`src/rtl/core/acav_pkg.sv`:
```
// acav_pkg: shared constants and helpers for the adc code to ascii voltage block
// depends on nothing; imported by the core and its checker
`default_nettype none

package acav_pkg;

    localparam int FRACTION_DIGITS_DEF = 7;
    localparam int FULL_SCALE_CODE     = 255;
    localparam int FULL_SCALE_VOLTS    = 5;

    localparam logic [7:0] ASCII_ZERO = 8'h30;
    localparam logic [7:0] ASCII_DOT  = 8'h2E;
    localparam logic [7:0] ASCII_NL   = 8'h0A;

    function automatic longint unsigned pow10(input int n);
        longint unsigned p;
        p = 64'd1;
        for (int i = 0; i < n; i++) begin
            p = p * 64'd10;
        end
        return p;
    endfunction

endpackage

`default_nettype wire

```
`src/rtl/core/adc_code_to_ascii_voltage.sv`:
```
// adc_code_to_ascii_voltage: scales an 8-bit code to volts and sends it as ascii text
// depends on acav_pkg; scaling, digit extraction and character output in one pipeline
// the code is captured, multiplied, reduced to the reading and split digit by digit;
// then the output registers send the characters on consecutive cycles, newline last
// busy holds off new samples and counts down after each transaction, so that the one
// character per cycle outputs of successive readings do not overlap
// reset: synchronous, active low, clears valid bits, the spacing counter and the strobe
`default_nettype none

module adc_code_to_ascii_voltage import acav_pkg::*; #(
    parameter int FRACTION_DIGITS = FRACTION_DIGITS_DEF
) (
    input  wire logic       i_clk,
    input  wire logic       i_rst_n,
    input  wire logic       start,
    input  wire logic [7:0] i_adc_code,
    output logic            busy,
    output logic            o_strobe,
    output logic      [7:0] o_character,
    output logic            o_last
);

    localparam int              NCHAR = FRACTION_DIGITS + 3;
    localparam int              ND    = FRACTION_DIGITS + 1;
    localparam longint unsigned SCALE = pow10(FRACTION_DIGITS);
    localparam longint unsigned KFULL = SCALE * FULL_SCALE_VOLTS;
    localparam longint unsigned KQ    = KFULL / FULL_SCALE_CODE;
    localparam longint unsigned KR    = KFULL % FULL_SCALE_CODE;
    localparam int              RW    = $clog2(KFULL + 1);
    localparam int              VW    = RW + 1;
    localparam int              IW    = $clog2(NCHAR);

    // spacing counter
    logic          accept;
    logic [IW-1:0] r_gap;
    logic [IW-1:0] n_gap;

    assign busy   = (r_gap != '0);
    assign accept = start && !busy;

    always_comb begin
        if (accept) begin
            n_gap = IW'(NCHAR - 1);
        end else if (busy) begin
            n_gap = r_gap - IW'(1);
        end else begin
            n_gap = r_gap;
        end
    end

    always_ff @(posedge i_clk) begin
        if (!i_rst_n) begin
            r_gap <= '0;
        end else begin
            r_gap <= n_gap;
        end
    end

    // stage 1: capture code
    logic       r_s1_val;
    logic [7:0] r_code;

    always_ff @(posedge i_clk) begin
        if (!i_rst_n) begin
            r_s1_val <= 1'b0;
        end else begin
            r_s1_val <= accept;
        end
        r_code <= i_adc_code;
    end

    // stage 2: code * quotient and code * remainder of the full scale over 255
    logic          r_s2_val;
    logic [RW-1:0] r_p_hi;
    logic [15:0]   r_p_lo;

    always_ff @(posedge i_clk) begin
        if (!i_rst_n) begin
            r_s2_val <= 1'b0;
        end else begin
            r_s2_val <= r_s1_val;
        end
        r_p_hi <= RW'(64'(r_code) * KQ);
        r_p_lo <= {8'd0, r_code} * {8'd0, 8'(KR)};
    end

    // stage 3: exact floor of the low product over 255, then the reading
    logic [16:0]   n_q_lo;
    logic          r_val [0:ND];
    logic [RW-1:0] r_v   [0:ND-1];
    logic [ND-1:0][3:0] r_d [0:ND];

    assign n_q_lo = ({1'b0, r_p_lo} + 17'd1 + {9'd0, r_p_lo[15:8]});

    always_ff @(posedge i_clk) begin
        if (!i_rst_n) begin
            r_val[0] <= 1'b0;
        end else begin
            r_val[0] <= r_s2_val;
        end
        r_v[0] <= r_p_hi + RW'(n_q_lo[16:8]);
        r_d[0] <= '0;
    end

    // digit stages, most significant first
    for (genvar j = 0; j < ND; j++) begin : g_digit
        localparam longint unsigned PJ = pow10(FRACTION_DIGITS - j);

        logic [3:0]         n_stage_dig;
        logic [VW-1:0]      n_stage_sub;
        logic [ND-1:0][3:0] n_stage_d;

        always_comb begin
            n_stage_dig = '0;
            n_stage_sub = '0;
            for (int k = 1; k < 10; k++) begin
                if ({1'b0, r_v[j]} >= VW'(PJ * 64'(k))) begin
                    n_stage_dig = 4'(k);
                    n_stage_sub = VW'(PJ * 64'(k));
                end
            end
            n_stage_d    = r_d[j];
            n_stage_d[j] = n_stage_dig;
        end

        always_ff @(posedge i_clk) begin
            if (!i_rst_n) begin
                r_val[j+1] <= 1'b0;
            end else begin
                r_val[j+1] <= r_val[j];
            end
            r_d[j+1] <= n_stage_d;
        end

        if (j < ND - 1) begin : g_rem
            always_ff @(posedge i_clk) begin
                r_v[j+1] <= RW'({1'b0, r_v[j]} - n_stage_sub);
            end
        end
    end

    // character output
    logic               r_active;
    logic               n_active;
    logic [IW-1:0]      r_idx;
    logic [IW-1:0]      n_idx;
    logic [ND-1:0][3:0] r_dig;
    logic [ND-1:0][3:0] n_dig;
    logic               r_strobe;
    logic               n_strobe;
    logic               r_last;
    logic               n_last;
    logic [7:0]         r_char;
    logic [7:0]         n_char;

    always_comb begin
        n_active = r_active;
        n_idx    = r_idx;
        n_dig    = r_dig;
        n_strobe = 1'b0;
        n_last   = 1'b0;
        n_char   = r_char;
        if (r_active) begin
            n_strobe = 1'b1;
            n_idx    = r_idx + IW'(1);
            if (r_idx == IW'(NCHAR - 1)) begin
                n_char   = ASCII_NL;
                n_last   = 1'b1;
                n_active = 1'b0;
            end else if (r_idx == IW'(1)) begin
                n_char = ASCII_DOT;
            end else begin
                n_char = ASCII_ZERO + {4'd0, r_dig[0]};
                n_dig  = {4'd0, r_dig[ND-1:1]};
            end
        end
        if (r_val[ND]) begin
            n_active = 1'b1;
            n_idx    = '0;
            n_dig    = r_d[ND];
        end
    end

    always_ff @(posedge i_clk) begin
        if (!i_rst_n) begin
            r_active <= 1'b0;
            r_strobe <= 1'b0;
            r_last   <= 1'b0;
        end else begin
            r_active <= n_active;
            r_strobe <= n_strobe;
            r_last   <= n_last;
        end
        r_idx  <= n_idx;
        r_dig  <= n_dig;
        r_char <= n_char;
    end

    assign o_strobe    = r_strobe;
    assign o_last      = r_last;
    assign o_character = r_char;

endmodule

`default_nettype wire

```
`config.mk`:
```
export PLATFORM = sky130hd
export DESIGN_NAME = adc_code_to_ascii_voltage
export DESIGN_NICKNAME = d
export VERILOG_FILES = /design/src/rtl/core/acav_pkg.sv /design/src/rtl/core/adc_code_to_ascii_voltage.sv
export SDC_FILE = /design/constraint.sdc
export NUM_CORES = 1
export LEC_CHECK = 0
export ABC_CLOCK_PERIOD_IN_PS = 9000
export BUFFER_PORTS_ARGS = -buffer_cell sky130_fd_sc_hd__buf_4
export CAP_MARGIN = 5
export CORE_MARGIN = 5
export CORE_UTILIZATION = 40
export CTS_BUF_LIST = sky130_fd_sc_hd__clkbuf_4 sky130_fd_sc_hd__clkbuf_8
export CTS_CLUSTER_SIZE = 12
export DETAILED_ROUTE_END_ITERATION = 6
export SETUP_SLACK_MARGIN = 0.2
export SYNTH_ARGS = -nofsm -noshare
export SYNTH_HDL_FRONTEND = slang
export SYNTH_SLANG_ARGS = --single-unit
```
`constraint.sdc`:
```
create_clock -name i_clk -period 9 [get_ports i_clk]
set_clock_uncertainty 0.1 [all_clocks]
set_input_delay 1.35 -clock i_clk [delete_from_list [all_inputs] [get_ports i_clk]]
set_output_delay 1.35 -clock i_clk [all_outputs]
set_load 0.05 [all_outputs]
```
After elaboration in Yosys (flattened, before gate mapping)
Memory sizes are Yosys's and may differ from the RTL's.
Index checks and enable logic that the tools add are counted.
{"block": "totals", "regBits": 99, "word_cells": 292, "mem_bits_rw": 505, "n_memories": 3}
{"memory": "r_d", "words": 9, "word_bits": 32, "rd": 9, "rd_ports_with_merged_regs": 0, "write_ports": 9, "line_no": "adc_code_to_ascii_voltage.sv:91", "text": "logic [ND-1:0][3:0] r_d [0:ND];"}
{"memory": "r_v", "words": 8, "word_bits": 26, "rd": 8, "rd_ports_with_merged_regs": 0, "write_ports": 8, "line_no": "adc_code_to_ascii_voltage.sv:90", "text": "logic [RW-1:0] r_v [0:ND-1];"}
{"memory": "r_val", "words": 9, "word_bits": 1, "rd": 9, "rd_ports_with_merged_regs": 0, "write_ports": 9, "line_no": "adc_code_to_ascii_voltage.sv:89", "text": "logic r_val [0:ND];"}
{"block": "op_classes", "n_eq_ne": 4, "add_sub_neg": 13, "mux": 158, "n_lt_le_gt_ge": 72, "bitwise": 10, "multipliers": 2, "reduce_logical": 9}
{"operator": "26-bit 2-to-1 mux", "n": 54}
{"operator": "4-bit 2-to-1 mux", "n": 62}
{"operator": "26-bit subtractor", "n": 7}
{"operator": "26-bit by 10-bit greater-or-equal comparator with 1-bit output, second input constant", "n": 5}
{"operator": "26-bit by 20-bit greater-or-equal comparator with 1-bit output, second input constant", "n": 5}
{"operator": "32-bit 2-to-1 mux", "n": 4}
{"operator": "26-bit by 13-bit greater-or-equal comparator with 1-bit output, second input constant", "n": 4}
{"operator": "26-bit by 17-bit greater-or-equal comparator with 1-bit output, second input constant", "n": 4}
{"operator": "26-bit by 23-bit greater-or-equal comparator with 1-bit output, second input constant", "n": 4}
{"operator": "26-bit by 3-bit greater-or-equal comparator with 1-bit output, second input constant", "n": 4}
{"operator": "26-bit by 7-bit greater-or-equal comparator with 1-bit output, second input constant", "n": 4}
{"operator": "26-bit by 27-bit greater-or-equal comparator with 1-bit output, second input constant", "n": 3}
{"operator": "26-bit by 16-bit greater-or-equal comparator with 1-bit output, second input constant", "n": 3}
{"operator": "26-bit by 19-bit greater-or-equal comparator with 1-bit output, second input constant", "n": 3}
{"operator": "26-bit greater-or-equal comparator, second input constant", "n": 3}
{"operator": "26-bit by 4-bit greater-or-equal comparator with 1-bit output, second input constant", "n": 3}
{"operator": "26-bit by 6-bit greater-or-equal comparator with 1-bit output, second input constant", "n": 3}
{"operator": "26-bit by 9-bit greater-or-equal comparator with 1-bit output, second input constant", "n": 3}
{"operator": "26-bit by 12-bit greater-or-equal comparator with 1-bit output, second input constant", "n": 2}
{"operator": "26-bit by 14-bit greater-or-equal comparator with 1-bit output, second input constant", "n": 2}
{"operator": "26-bit by 15-bit greater-or-equal comparator with 1-bit output, second input constant", "n": 2}
{"operator": "26-bit by 2-bit greater-or-equal comparator with 1-bit output, second input constant", "n": 2}
{"operator": "26-bit by 22-bit greater-or-equal comparator with 1-bit output, second input constant", "n": 2}
{"operator": "26-bit by 24-bit greater-or-equal comparator with 1-bit output, second input constant", "n": 2}
{"operator": "38 further kinds", "n": 78}

Longest topological paths before layout
Gate-level depths: netlist of the first run.
An unclocked memory read counts as a cell.
{"block": "logic_depth", "depth_word": 12, "ltp_mapped": 21, "ltp_nobuf": 19}

Worst setup path before layout of the first run
No wires, ideal clock.
{"block": "synth_path", "kind": "register to register", "from": "register r_code[2]", "to": "register r_p_hi[24]", "stages_incl_launch_ff": 16, "t_required_ps": 8838, "t_arrival_ps": 5182, "n_path_buf": 0, "setup_slack_ps": 3656, "synth_period_minus_slack_ps": 5344, "cell_sequence": "dfxtp_1 -> fa_1 -> inv_1 -> fa_1 -> inv_1 -> fa_1 -> fa_1 -> ha_1 -> a21o_1 -> or3_1 -> o21ai_0 -> o21ai_0 -> o21ai_0 -> o21ai_0 -> or4b_2 -> nand3_1"}
{"block": "synth_via", "elab_chain_cells": 1}
{"element": "start, declared", "line_no": "adc_code_to_ascii_voltage.sv:61", "text": "logic [7:0] r_code;"}
{"element": "start signal, assigned", "line_no": "adc_code_to_ascii_voltage.sv:69", "text": "r_code <= i_adc_code;"}
{"element": "8-bit by 17-bit multiplier with 25-bit output", "line_no": "adc_code_to_ascii_voltage.sv:83", "text": "r_p_hi <= RW'(64'(r_code) * KQ);"}
{"element": "end signal, assigned", "line_no": "adc_code_to_ascii_voltage.sv:83"}
{"element": "end, declared", "line_no": "adc_code_to_ascii_voltage.sv:74", "text": "logic [RW-1:0] r_p_hi;"}
Every way passes these cells.
A chain may end at the register's enable or synchronous reset.

Worst setup path after layout of the first run
Same ends and word-level chain as after synthesis.

==> metrics.md, run 1 <==
| Metric | Value |
|---|---|
| Status | finished clean |
| Wire length of the first global-routing pass | 75.7 mm |
| Largest net degree at the start of global routing | 39 |
| Post-synthesis register bit count | about 450 |
| Fin crit share | around two thirds |
| Post-synth ARST share | 0% |
| CTS Buffer Depth | 3 |
| Startpoint types | flop |
| R2R setup slack | 3.07 ns |
| Avg Synthesized Cell Area | 9.81 um2 |
| Routed via count | 15900 |
| Max-cap viol count | 0 |
| Reg area | 9350 um2 |
| Synth warnings | 0 |
| Num CTS Buffers | 73 |
| Critical Path End Type | flop |
| # fillers | approximately 5200 |
| Fmax | between 150 and 200 MHz |
| Drt wl/cell | 14.3 um |
| Slowest CP cell | fa_1 |
| Clock transition at path regs | 0.06 ns |
| GRT Total Usage | 14.8% |
| Post-synth top cells | 410 x dfxtp_1, 175 x ha_1, 165 x a21oi_1 |
| Initial antenna violation count | 0 |
| CP arrival | 6.42 ns |
| Worst Path Max Fanout | 7 |
| Family with the most delay on the worst path | adder cells |
| Min-delay worst type | reg2reg |
| Routability cong. | 0.881 |
| Root Driver | clkbuf_8 |
| Final global-route overflow total | 0 |
| Area of the multi-input gates | 11900 um2 |
| CP bufs+invs | 2 |
| Max H-tree Level | 3 |
| Worst setup margin | slightly above 3 ns |
| Clk Latency, worst-skew pair | 0.65 ns |
| Die Ht | 245 um |
| Initial detailed-routing violation count | between 800 and 900 |
| Pleak | 10.4 nW |
| Yosys cell types | 71 |
| Total die area | 60100 um2 |
| Layout cell share with drive strength beyond 1 | a little under a tenth |
| Crit path cell chain | fa_1 > inv_1 > fa_1 > inv_1 > fa_1 > fa_1 > ha_1 > a21o_1 > or3_1 > o21ai_0 > o21ai_0 > o21ai_0 > o21ai_0 > or4b_2 > nand3_1 |
| Register area share after synthesis | 42.3% |
| Row count | between 80 and 90 |
| Synth area leader | dfxtp_1 |
| Top cell type's share of synthesized area | 37.1% |
| Wirelength, routed | 44.3 mm |
| Post-synth EDFFs | 38 |
| Final max-slew violation count | 0 |
| Slew @ Worst Pin | 0.896 ns |
| Postcts setup bufs | 0 |
| Post-route setup TNS | 0 ns |
| Setup-failing EPs final | 0 |
| Hold-fix buffers, CTS | 0 |
| Ys flop type | dfxtp_1 |
| Mapped Cells | roughly 2300 |
| Worst relative slew slack | between 30% and 40% |
| Core Box Area | 55000 um2 |
| Vias in the first global route | 15900 |
| Crit path largest cell delay | 0.75 ns |
| HPWL Detailed | 33.7 mm |
| Port-buffer cells | 19 |
| N_diodes | 0 |
| Post_cts resized | 0 |
| Peak supply drop | roughly 190 uV |
| Clock sink count | 448 |
| Area of the mapped netlist | ~22000 um2 |
| Hold Vio Cnt, Final | 0 |
| DRC errors left | 0 |
| PD cells | 408 nW/um2 |
| Die span in x | 245 um |
| Dpl ws | 3.12 ns |
| Post-DRT Antenna Nets | 0 |
| Starting Density | 40.2% |
| I/O Pins | 22 |
| Area growth syn-to-layout | 11.5% |
| Synth top area cells | dfxtp_1 37%, ha_1 9.9%, fa_1 6.4% |
| Worst EP required | 9.50 ns |
| CTS tree | yes |
| Unrepaired setup endpoints after global routing | no |
| Most numerous cell in the Yosys netlist | dfxtp_1 |
| Final nets | roughly 2600 |
| First drt pass iteration count | 7 |
| Crit Path Class | reg2reg |
| Vias/cell | 5.12 |
| Min Tclk post-route | 5.93 ns |
sequential cells by signal, summed over array words and instances, names as in the netlist:
signal / count
r_p_hi: 22
r_d: 136
r_v: 208
r_code: 8
r_val: 9
r_s2_val: 1
r_idx: 4
o_last: 1
r_p_lo: 14
r_s1_val: 1
o_character: 6
r_dig: 32
r_gap: 4
r_active: 1
o_strobe: 1
worst paths after layout:
check | from | end | depth (start not counted)
setup / recovery | r_code[2]$_DFF_P_ | r_p_hi[24]$_DFF_P_ | 15
hold / removal | r_d[0][141]$_SDFF_PP0_ | r_d[0][173]$_DFF_P_ | 0
setup reg to reg | r_code[2]$_DFF_P_ | r_p_hi[24]$_DFF_P_ | 15
hold reg to reg | r_d[0][141]$_SDFF_PP0_ | r_d[0][173]$_DFF_P_ | 0
layer usage:
metal	GRT usage (%)	share of wire (%)	vias to the layer above
li1	-	-	7986
met3	3.10	4.4	83
met4	4.54	2.1	0
met2	24.9	47	318
met1	19.4	46	7517
met5	0	0	-
worst register-to-register path, stage by stage (launching register included):
cell	delay [ns]
dfxtp_1	0.41
fa_1	0.75
inv_1	0.14
fa_1	0.52
inv_1	0.08
fa_1	0.57
fa_1	0.42
ha_1	0.36
a21o_1	0.19
or3_1	0.31
o21ai_0	0.39
o21ai_0	0.27
o21ai_0	0.41
o21ai_0	0.23
or4b_2	0.64
nand3_1	0.10
power by group:
group / switching, mW / leakage [nW] / internal, mW
Clock: 0.811 / 0.870 / 1.08
Sequential: 0.857 / 3.78 / 2.80
Combinational: 2.45 / 5.72 / 2.07
placed cells by master (no fill, tap or decap), types with 38 or more instances in the layout:
cell / synthesis / routed
a21oi_1: 165 / 165
clkbuf_8: 0 / 93
dfxtp_1: 410 / 410
edfxtp_1: 38 / 38
fa_1: 71 / 71
ha_1: 175 / 175
inv_1: 160 / 160
nand2_1: 130 / 130
nand3_1: 41 / 41
nor2_1: 164 / 164
nor3_1: 49 / 49
nor4_1: 39 / 39
o21ai_0: 111 / 111
xnor2_1: 118 / 118
xor2_1: 71 / 71
stage by stage:
stage	cells	instance area, um2	hold WS [ns]	total power, mW	util (%)
global placement	2972	23000	0.210	8.12	41.9
detailed placement	2972	23000	0.212	8.20	41.9
global route	3106	24700	0.224	11.0	44.8
CTS	3106	24700	0.205	10.2	44.8
finish	3106	24700	0.205	10.1	44.8
floorplan	2255	22100	0.210	7.07	-
kinds of logic (layout without fill, tap and decap cells):
logic type	after synthesis	count (layout)	synth area share (%)
and+or+nand+nor	625	625	14.3
AOI/OAI and AO/OA	501	501	14.4
DFF	448	448	42.3
adders and majority gates	246	246	16.3
buffers and inverters	215	318	3.72
xor gates and xnor gates	189	189	7.48
muxes	29	29	1.47
other	1	2	0.0170
area by class of cell:
type,instances,share of cell area (%)
Multi-Input combinational cell,1592,48.5
Sequential cell,448,37.9
Clock buffer,110,5.71
Tap cell,748,3.80
Inverter,160,2.44
Clock inverter,24,0.964
Timing Repair Buffer,24,0.731
(Power assumes the default switching activity.)
==> inputs of run 2 (changes only) <==
--- a/config.mk
+++ b/config.mk
@@ -5,7 +5,8 @@
 export SDC_FILE = /design/constraint.sdc
 export NUM_CORES = 1
 export LEC_CHECK = 0
-export ABC_CLOCK_PERIOD_IN_PS = 9000
+export ABC_AREA = 1
+export ABC_CLOCK_PERIOD_IN_PS = 6150
 export BUFFER_PORTS_ARGS = -buffer_cell sky130_fd_sc_hd__buf_4
 export CAP_MARGIN = 5
 export CORE_MARGIN = 5
==> constraint.sdc (replaced) <==
create_clock -name i_clk -period 6.15 [get_ports i_clk]
set_clock_uncertainty 0.1 [all_clocks]
set_input_delay 0.9225 -clock i_clk [delete_from_list [all_inputs] [get_ports i_clk]]
set_output_delay 0.9225 -clock i_clk [all_outputs]
set_load 0.05 [all_outputs]
==> metrics.md, run 2 <==
| Metric | Value |
|---|---|
| Setup-failing EPs final | 0 |
| Synth area leader | dfxtp_1 |
| Fin cells | 3913 |
| Worst Path Max Fanout | 7 |
| Final max-slew violation count | 0 |
| Clock sink count | approximately 450 |
| Biggest regs | r_v: 208 flops, r_d: 136 flops, r_dig: 32 flops |
| Post-DRT Antenna Nets | 0 |
| Synth top area cells | dfxtp_1 34%, nand2_1 10%, ha_1 9.1% |
| Clk Latency, worst-skew pair | around 0.65 ns |
| Fmax | 217 MHz |
| Commonest non-fill, non-tap cell in the layout | nand2_1 |
| Unrepaired setup endpoints after global routing | no |
| Switching Share | 44.6% |
| Dpl ws | about 1.5 ns |
| CTS tree | yes |
| Top cell type's share of synthesized area | 34.1% |
| I/O Pins | 22 |
| CP arrival | around 5 ns |
| Yosys cell types | 68 |
| Pleak | between 10 and 15 nW |
| Max FFs per register | 208 |
| Postcts setup bufs | 0 |
| Flop pwr share | 32.2% |
| Initial detailed-routing violation count | 1066 |
| Reg with most FFs | r_v |
| P_int | 8.83 mW |
| Max H-tree Level | 3 |
| Total die area | 65200 um2 |
| Routed via count | 18800 |
| Core Box Area | 60000 um2 |
| Largest net degree at the start of global routing | 34 |
| Fin crit share | 75.0% |
| NetSw | 7.11 mW |
| Placed Cells | 3779 |
| First drt pass iteration count | 5 |
| Clock share of power | roughly a fifth |
| Initial antenna violation count | 1 |
| Vias in the first global route | ~18000 |
| Slew @ Worst Pin | 0.929 ns |
| Hold-fix buffers, CTS | 0 |
| Avg Synthesized Cell Area | 8.05 um2 |
| Post_cts resized | 0 |
| Hold Vio Cnt, Final | 0 |
| Wire length of the first global-routing pass | 87.2 mm |
| Most numerous cell in the Yosys netlist | nand2_1 |
| Clock transition at path regs | 0.07 ns |
| Final nets | ~3300 |
| Vias/cell | ~4.8 |
| Num CTS Buffers | between 70 and 80 |
| Worst setup margin | 1.54 ns |
| HPWL Detailed | 41.3 mm |
| Worst relative slew slack | 38.0% |
| Mapped Cells | ~3000 |
| Post-synth top cells | 657 x nand2_1, 410 x dfxtp_1, 393 x inv_1 |
| Die span in x | 255 um |
| Post-synthesis register bit count | 448 |
| Layout cell share with drive strength beyond 1 | around 8.2% |
| Peak supply drop | roughly 470 uV |
| CTS Buffer Depth | 3 |
| Final global-route overflow total | 0 |
| Post-synth ARST share | 0% |
| Drt wl/cell | between 10 and 15 um |
| Comb power frac | 49.3% |
| PD cells | 594 nW/um2 |
| Synth warnings | 0 |
| DRC errors left | 0 |
| Register area share after synthesis | 38.8% |
| Die Ht | around 260 um |
| Root Driver | clkbuf_8 |
| # fillers | approximately 6000 |
| Port-buffer cells | 19 |
| Max-cap viol count | 0 |
| Area of the mapped netlist | approximately 24000 um2 |
| Most frequent cells in the layout | 657 x nand2_1, 410 x dfxtp_1, 393 x inv_1 |
| Post-synth EDFFs | 38 |
| Row count | 90 |
| Wirelength, routed | 51.8 mm |
| Post-route setup TNS | 0 ns |
| Status | finished clean |
| Starting Density | 40.1% |
| Area growth syn-to-layout | 11.5% |
| Ys flop type | dfxtp_1 |
| Critical Path End Type | flop |
| Startpoint types | flop |
| GRT Total Usage | 16.0% |
| Min Tclk post-route | 4.61 ns |
| Worst EP required | around 6.6 ns |
| Crit Path Class | reg2reg |
| Min-delay worst type | reg2reg |
| Routability cong. | between 0.8 and 0.9 |
## run 2: cell count changes after synthesis, sizes merged, moves of 30 or more
cell / before / now
nor2: 164 / 311
inv: 160 / 415
nand2: 130 / 670
xor2: 71 / 126
a21o: 37 / 7
nand2b: 33 / 0
xnor2: 118 / 55
nor2b: 33 / 1
clkbuf: 51 / 8
nand3: 41 / 145
## run 2: critical path, stage by stage (launching register included)
cell	delay, ns
dfxtp_1	0.42
fa_1	0.71
inv_1	0.21
fa_1	0.54
inv_1	0.06
fa_1	0.56
fa_1	0.42
ha_1	0.39
nand2_1	0.15
nor4_2	0.36
a21oi_1	0.17
o21ai_2	0.18
nand2_1	0.07
nand2_1	0.07
xor2_1	0.13
## run 2: cell type report
| cell class | count | area, um2 | area share [%] |
|---|---|---|---|
| sequential | 448 | 9350 | 34.8 |
| inverter | 416 | 1560 | 5.82 |
| clock inverter | 28 | 372 | 1.38 |
| multi-input combinational | 2112 | 13100 | 48.7 |
| tap | 782 | 978 | 3.65 |
| antenna | 1 | 2.50 | 0.00932 |
| clock buffer | 105 | 1350 | 5.01 |
| timing repair buffer | 21 | 158 | 0.587 |
## run 2: worst paths after layout
check / startpoint / end / slack (ns) / cells past startpoint
setup / recovery: r_code[5]$_DFF_P_ / r_p_hi[22]$_DFF_P_ / 1.54 / 14
hold / removal: r_v[0][54]$_DFF_P_ / r_v[0][80]$_DFF_P_ / 0.22 / 0
setup reg to reg: r_code[5]$_DFF_P_ / r_p_hi[22]$_DFF_P_ / 1.54 / 14
hold reg to reg: r_v[0][54]$_DFF_P_ / r_v[0][80]$_DFF_P_ / 0.22 / 0
## run 2: routing by layer
layer | track usage (%) | up-vias | wire (um)
li1 | - | 9883 | -
met1 | 22.3 | 8535 | 25400
met2 | 25.9 | 326 | 23100
met3 | 2.56 | 94 | 1980
met4 | 4.73 | 0 | 1200
met5 | 0 | - | 0
## run 2: cell families (layout without fill, tap and decap cells)
logic type | Yosys count | after routing | synth area share, %
AND/OR/NAND/NOR | 1278 | 1278 | 22.8
XOR/XNOR | 181 | 181 | 6.59
adder cells (fa/ha/maj) | 246 | 246 | 15.0
AO/OA/AOI/OAI | 405 | 405 | 9.88
buffers and inverters | 432 | 570 | 6.84
flip-flops | 448 | 448 | 38.8
other | 1 | 3 | 0.0156
## run 2: power groups by stage
stage	combinational, mW	sequential, mW	clock, mW
3_3_place_gp	7.85	5.19	0
6_report	7.85	5.13	2.96
4_1_cts	7.90	5.13	3.07
3_5_place_dp	7.86	5.19	0
5_1_grt	9.06	5.27	3.20
2_1_floorplan	6.29	4.78	0
## run 2: per-stage QoR
step / power, mW / util [%] / area [um2] / hold WS (ns)
after floorplan: 11.1 / - / 24100 / 0.210
after global placement: 13.0 / 41.9 / 25100 / 0.210
after detailed placement: 13.1 / 41.9 / 25100 / 0.212
after CTS: 16.1 / 44.7 / 26800 / 0.211
after global routing: 17.5 / 44.7 / 26800 / 0.221
final: 15.9 / 44.7 / 26800 / 0.217
==> inputs of run 3 (changes only) <==
--- a/config.mk
+++ b/config.mk
@@ -6,7 +6,7 @@
 export NUM_CORES = 1
 export LEC_CHECK = 0
 export ABC_AREA = 1
-export ABC_CLOCK_PERIOD_IN_PS = 6150
+export ABC_CLOCK_PERIOD_IN_PS = 3890
 export BUFFER_PORTS_ARGS = -buffer_cell sky130_fd_sc_hd__buf_4
 export CAP_MARGIN = 5
 export CORE_MARGIN = 5
==> constraint.sdc (replaced) <==
create_clock -name i_clk -period 3.89 [get_ports i_clk]
set_clock_uncertainty 0.1 [all_clocks]
set_input_delay 0.5835 -clock i_clk [delete_from_list [all_inputs] [get_ports i_clk]]
set_output_delay 0.5835 -clock i_clk [all_outputs]
set_load 0.05 [all_outputs]
==> metrics.md, run 3 (synthesis results as in run 2) <==
| Metric | Value |
|---|---|
| Initial antenna violation count | 1 |
| Pleak | 13.4 nW |
| Layout cell share with drive strength beyond 1 | roughly 18% |
| Largest net degree at the start of global routing | 33 |
| Max-cap viol count | 0 |
| Crit path largest cell delay | ~0.64 ns |
| Setup-failing EPs final | 11 |
| Final global-route overflow total | 0 |
| Die span in x | about 260 um |
| Routability cong. | a little under 0.9 |
| Worst R2R Start | r_code[6]$_DFF_P_ |
| Fin cells | 4059 |
| Max H-tree Level | 3 |
| Worst relative slew slack | 53.0% |
| Min Tclk post-route | 4.02 ns |
| Port-buffer cells | 19 |
| Slowest CP cell | fa_2 |
| Clock transition at path regs | 0.06 ns |
| DRC errors left | 0 |
| GRT Total Usage | 16.2% |
| Row count | 90 |
| NetSw | 12.5 mW |
| Flop pwr share | 28.4% |
| Worst setup margin | -0.128 ns |
| Most frequent cells in the layout | 631 x nand2_1, 384 x inv_1, 374 x dfxtp_1 |
| Vias/cell | 4.79 |
| Area growth syn-to-layout | 21.2% |
| Switching Share | between 40% and 50% |
| Min-delay worst type | in2reg |
| Post-route setup TNS | -0.916 ns |
| Post-DRT Antenna Nets | 0 |
| Peak supply drop | 697 uV |
| Violated checks | negative setup slack |
| Clk Latency, worst-skew pair | 0.66 ns |
| Drt wl/cell | 13.1 um |
| Crit path cell chain | fa_2 > inv_4 > buf_12 > fa_1 > inv_1 > fa_1 > fa_2 > ha_4 > nand2_4 > nor4_4 > nand4_1 > nand3_1 > xor2_1 |
| Initial detailed-routing violation count | 1091 |
| Worst Path Max Fanout | 5 |
| Worst EP required | roughly 4.4 ns |
| Critical Path End Type | flop |
| Comb power frac | 54.1% |
| Hold Vio Cnt, Final | 0 |
| Family with the most delay on the worst path | adder cells |
| CP arrival | 4.50 ns |
| Slew @ Worst Pin | 0.703 ns |
| PD cells | 980 nW/um2 |
| Wire length of the first global-routing pass | 88.5 mm |
| Num CTS Buffers | 79 |
| HPWL Detailed | 41.5 mm |
| Root Driver | clkbuf_8 |
| P_int | approximately 16 mW |
| Reg with most FFs | r_v |
| Clock share of power | roughly 18% |
| Unrepaired setup endpoints after global routing | yes |
| Biggest regs | r_v: 208 flops, r_d: 136 flops, r_dig: 32 flops |
| CP bufs+invs | 3 |
| Die Ht | 255 um |
| Commonest non-fill, non-tap cell in the layout | nand2_1 |
| Post-route cell area | 29200 um2 |
| Status | finished with violations |
| Clock sink count | 448 |
| Total die area | roughly 65000 um2 |
| Fmax | 249 MHz |
| I/O Pins | 22 |
| Core Box Area | 60000 um2 |
| Vias in the first global route | approximately 18000 |
| CTS tree | yes |
| Startpoint types | flop |
| Final max-slew violation count | 0 |
| CTS Buffer Depth | 3 |
| Final nets | approximately 3500 |
| Dpl ws | -0.210 ns |
| Crit Path Class | reg2reg |
| Wirelength, routed | 53.1 mm |
| Crit path from | r_code[6]$_DFF_P_ |
| Fin crit share | 103% |
| Placed Cells | 3865 |
| First drt pass iteration count | 7 |
| # fillers | about 5700 |
| Area after DPL | 26000 um2 |
| Hold Crit Start | i_rst_n |
| Max FFs per register | 208 |
| Routed via count | around 19000 |
| Starting Density | roughly two fifths |
run 3: changes by cell type in the layout (fill, tap and decap cells not counted), sizes merged:
cell	previous run	this run
buf	21	147
bufinv	8	10
clkbuf	105	108
clkinv	16	22
clkinvlp	3	1
diode	1	2
dlygate4sd3	0	9
inv	417	418
run 3: worst register-to-register path, stage by stage, from the launching register on:
cell and delay [ns]:
dfxtp_4 0.35, fa_2 0.64, inv_4 0.07, buf_12 0.13
fa_1 0.50, inv_1 0.05, fa_1 0.48, fa_2 0.51
ha_4 0.33, nand2_4 0.09, nor4_4 0.29, nand4_1 0.16
nand3_1 0.11, xor2_1 0.15
run 3: layout make-up:
type	instances	area [um2]	share of cell area [%]
multi-input combinational	2112	14100	48.3
sequential	448	9400	32.2
inverter	416	1570	5.37
clock buffer	108	1420	4.86
timing repair buffer	156	1240	4.24
tap	782	978	3.36
clock inverter	35	465	1.60
antenna	2	5.00	0.0172
run 3: worst paths after layout:
| kind | endpoint | slack [ns] | cells past startpoint |
|---|---|---|---|
| max | r_p_hi[23]$_DFF_P_ | -0.13 | 13 |
| min | r_val[7]$_DFF_P_ | 0.13 | 3 |
| max reg2reg | r_p_hi[23]$_DFF_P_ | -0.13 | 13 |
| min reg2reg | r_d[0][160]$_DFF_P_ | 0.21 | 0 |
run 3: repair_timing:
item	in CTS	in global routing
gates resized for setup	47	178
setup buffers	7	33
hold buffers	9	0
endpoints found under the setup margin	18	82
hold endpoints to repair	9	0
pin swaps	31	71
run 3: layer usage:
layer  up-vias  part of all wire (%)  GRT usage, %  wire [um]
met1      8810                    47          21.8      25100
met3        75                   4.1          3.08       2200
met4         0                   1.9          4.44        986
met5         -                     0             0          0
li1      10200                     -             -          -
met2       363                    47          26.9      24900
run 3: power by group through the flow:
stage                     Sequential (mW)  Clock [mW]  Combinational (mW)
final                                8.13        4.99                15.4
after global routing                 8.37        5.40                17.5
after CTS                            8.07        5.17                14.6
after detailed placement             8.16           0                13.9
after global placement               8.15           0                13.9
after floorplan                      7.56           0                10.5
run 3: metrics by stage:
step	hold WS [ns]	util (%)	total power [mW]
after global routing	0.0958	48.6	31.2
after floorplan	0.210	-	18.0
after global placement	0.210	43.4	22.0
final	0.134	48.6	28.6
after detailed placement	0.212	43.4	22.0
after CTS	0.0849	47.1	27.8
